==> config.mk <==
export PLATFORM = sky130hd
export DESIGN_NAME = qrrt_cfg
export DESIGN_NICKNAME = d
export VERILOG_FILES = /design/src/design/qrrt_pkg.sv /design/src/design/qrrt_cfg.sv
export SDC_FILE = /design/constraint.sdc
export NUM_CORES = 1
export LEC_CHECK = 0
export BUFFER_PORTS_ARGS = -buffer_cell sky130_fd_sc_hd__buf_2
export CAP_MARGIN = 20
export CORE_AREA = 2 2 46 90
export CTS_BUF_LIST = sky130_fd_sc_hd__clkbuf_16
export DETAILED_ROUTE_END_ITERATION = 12
export DIE_AREA = 0 0 48 92
export PLACE_DENSITY = 0.83
export SLEW_MARGIN = 10
export SYNTH_ARGS = -nofsm -noshare
export SYNTH_HDL_FRONTEND = slang
export SYNTH_SLANG_ARGS = --single-unit
==> constraint.sdc <==
create_clock -name clk -period 0.9 [get_ports clk]
set_input_delay 0.18 -clock clk [delete_from_list [all_inputs] [get_ports clk]]
set_output_delay 0.18 -clock clk [all_outputs]
set_load 0.02 [all_outputs]
==> src/design/qrrt_pkg.sv <==
package qrrt_pkg;

  localparam int WIDE = 128;  // residual and product width
  localparam int CW   = 20;   // c_value port width
  localparam int BW   = 22;   // b_value and root_a width
  localparam int KW   = 8;    // target_multiplier width
  localparam int NW   = 16;   // family_sum width
  localparam int MPW  = 2 * BW;  // widest multiplier operand (b squared)
  localparam int GW   = 22;   // gcd operand width
  localparam int AW   = 3;    // paddr width
  localparam int DW   = 32;   // APB data width

  typedef enum logic [1:0] {
    ST_NEG  = 2'd0,
    ST_ZERO = 2'd1,
    ST_NOTP = 2'd2,
    ST_HIT  = 2'd3
  } status_t;

  typedef enum logic {
    REG_K = 1'b0,
    REG_N = 1'b1
  } reg_idx_t;

  typedef struct packed {
    logic [KW-1:0] k;
    logic [NW-1:0] n;
  } cfg_regs_t;

  typedef struct packed {
    logic            sub;
    logic [WIDE-1:0] a;
    logic [WIDE-1:0] b;
  } alu_req_t;

  typedef struct packed {
    logic            cout;
    logic [WIDE-1:0] sum;
  } alu_rsp_t;

endpackage

==> src/design/qrrt_cfg.sv <==
module qrrt_cfg import qrrt_pkg::*; (
  input  logic          clk,
  input  logic          rst_n,
  input  logic          psel,
  input  logic          penable,
  input  logic          pwrite,
  input  logic [AW-1:0] paddr,
  input  logic [DW-1:0] pwdata,
  output logic [DW-1:0] prdata,
  output logic          pready,
  output cfg_regs_t     regs
);

  logic [KW-1:0] k_r;
  logic [NW-1:0] n_r;
  reg_idx_t      idx;

  assign idx    = reg_idx_t'(paddr[AW-1]);
  assign pready = 1'b1;
  assign regs   = '{k: k_r, n: n_r};

  always_ff @(posedge clk) begin
    if (!rst_n) begin
      k_r <= KW'(51);
      n_r <= NW'(2);
    end else if (psel && penable && pwrite) begin
      unique case (idx)
        REG_K: k_r <= pwdata[KW-1:0];
        REG_N: n_r <= pwdata[NW-1:0];
        default: ;
      endcase
    end
  end

  always_comb begin
    unique case (idx)
      REG_K: prdata = DW'(k_r);
      REG_N: prdata = DW'(n_r);
      default: prdata = '0;
    endcase
  end

endmodule

==> impl_metrics.tcl <==
set metrics [dict create \
    outcome "finished with violations" \
    violations "setup timing" \
    antenna_found_initial 0 \
    vias_per_cell 4.50 \
    grt_use_met2 0.300 \
    use_met1 0.169 \
    finClkSkew_ps 0 \
    drc 0 \
    wirelength_um 3810 \
    period_needed_ps 1170 \
    r2r_setup_slack_ps -10 \
    post-route-period-util 1.30 \
    wire_per_inst_um 13.8 \
    n_antenna_cell 0 \
    drt-pass1-iter-count 4 \
    synth.top_cells.by_area "dfxtp_1, mux2i_1, buf_4" \
    grt_use_met3 0.0394 \
    instances_no_fill 276 \
    cap_violations 0 \
    dp_cells 263 \
    synth-seq-area-share 0.372 \
    grt_pass1_vias 1222 \
    ir_drop_v 0.00105 \
    power_density_mw_per_mm2 1140 \
    setup_viol 42 \
    ioPinCount 97 \
    hp-class "in2reg" \
    power.total_uw 2580 \
    overflow 0 \
    cts_root_buf "clkbuf_16" \
    clkLatencyLatePin_ps 250 \
    hold_ws_ps 156 \
    path_max_fanout 2 \
    final_common_cell "buf_6" \
    route.vias.total 1242 \
    final_cell_mix "buf_6, nand2_1, mux2i_1, dfxtp_2, buf_2" \
    cts_tree "done" \
    post-place-ws_ps -340 \
    dieArea_mm2 0.00442 \
    die_w_um 48 \
    max_freq_mhz 853 \
    grt_max_degree 33 \
    syn-instance-count 139 \
    drive_gt1_frac 0.622 \
    cp-end-kind "primary output" \
    grt_first_pass_wirelength_um 5330 \
    core_area_mm2 0.00380 \
    hold_viol 0 \
    htreeDepth 1 \
    post_synth_num_cell_types 16 \
    syn_area_mm2 0.00129 \
    clkTransAtPathRegs_ps 60 \
    slew_violations 0 \
    holdBufCountCts 0 \
    busiest_layer "met2" \
    fp-row-count 32 \
    path_class "reg2out" \
    clock-sinks 24 \
    cts_inserted_buffers 3 \
    clock_path_buffers 2 \
    drtIter0Drc 11 \
    setup_ws_ps -272 \
    crit_required_ps 720 \
    portBuffers 61 \
    area_delta_synth_final_pct 75.9 \
    startpoint_type "flip-flop" \
    synth_area_per_cell_um2 9.30 \
    seq_area_um2 513 \
    place.detailed.hpwl_um 2160 \
    place.gp.congestion 0.687 \
    start_util 0.340 \
    arrival_ps 990 \
    postRouteAntennaNets 0 \
    rsz0062_at_grt "true" \
    grtUsageTotal 0.166 \
    multi_input_area_um2 714 \
    yosys.area.top_type "dfxtp_1" \
    die_height_um 92 \
    synth-seq-cells 24 \
    n_fill_cell 284 \
    leakage_uw 0.00109 \
    fin_nets 267 \
    yosysWarnings 0 \
    synth_top_area_frac 0.372 \
]
[flip-flops by register name (all words and copies together), names as in the netlist]
signal / cells
n_r: 16
k_r: 8
[routing by layer]
metal / vias to the layer above / share of wire
met5: - / 0
met4: 0 / 0.024
met3: 10 / 0.068
met2: 66 / 0.54
met1: 583 / 0.37
li1: 583 / -
[cells by family (layout without fill, tap and decap cells)]
logic type	Yosys count	after routing	synth area share
buf+inv	27	98	0.158
other cells	2	17	0.00581
flops	24	24	0.372
mux	32	32	0.256
simple gates	54	54	0.209
[worst max-delay path, cell delays in order (launching register included)]
cell and delay, ps:
dfxtp_2 320, mux2_4 270, buf_6 130
[final timing paths]
kind,from,end,cells after the start
max,k_r[1],prdata[1],2
min,pwdata[11],n_r[11],3
max reg2reg,n_r[0],n_r[0],5
min reg2reg,n_r[11],n_r[11],2
[power breakdown]
group	switching (µW)	total, µW	leakage [µW]	internal, µW
Combinational	273	523	0.000851	250
Sequential	17.9	1110	0.000202	1090
Clock	365	953	0.0000370	588
[timing repair]
action / in CTS / in global routing
gates resized for setup: 120 / 21
endpoints found under the setup margin: 56 / 53
pin swaps: 0 / 0
setup buffers: 1 / 15
[Yosys cell counts]
master    instances
and4b_1           1
nand4b_2          1
buf_12            1
dfxtp_1          24
buf_2             3
clkbuf_1          4
conb_1            2
mux2_2            8
nor2b_1           9
and2_1            8
and4_4            1
buf_6             1
mux2i_1          24
buf_4            17
buf_8             1
nand2_1          34
[cell type report]
cell class | count | area share
Clock buffer | 3 | 0.0330
Sequential cell | 24 | 0.226
Tap cell | 51 | 0.0281
Timing Repair Buffer | 95 | 0.399
Multi-Input combinational cell | 103 | 0.314
[stage by stage]
step / setup TNS, ps / util / cell area, µm²
after floorplan: -871 / - / 1360
after global placement: -9500 / 0.457 / 1740
after detailed placement: -9990 / 0.457 / 1740
after CTS: -4720 / 0.568 / 2160
after global routing: -6290 / 0.598 / 2270
final: -5270 / 0.598 / 2270
Power figures use the tool's default switching activity.
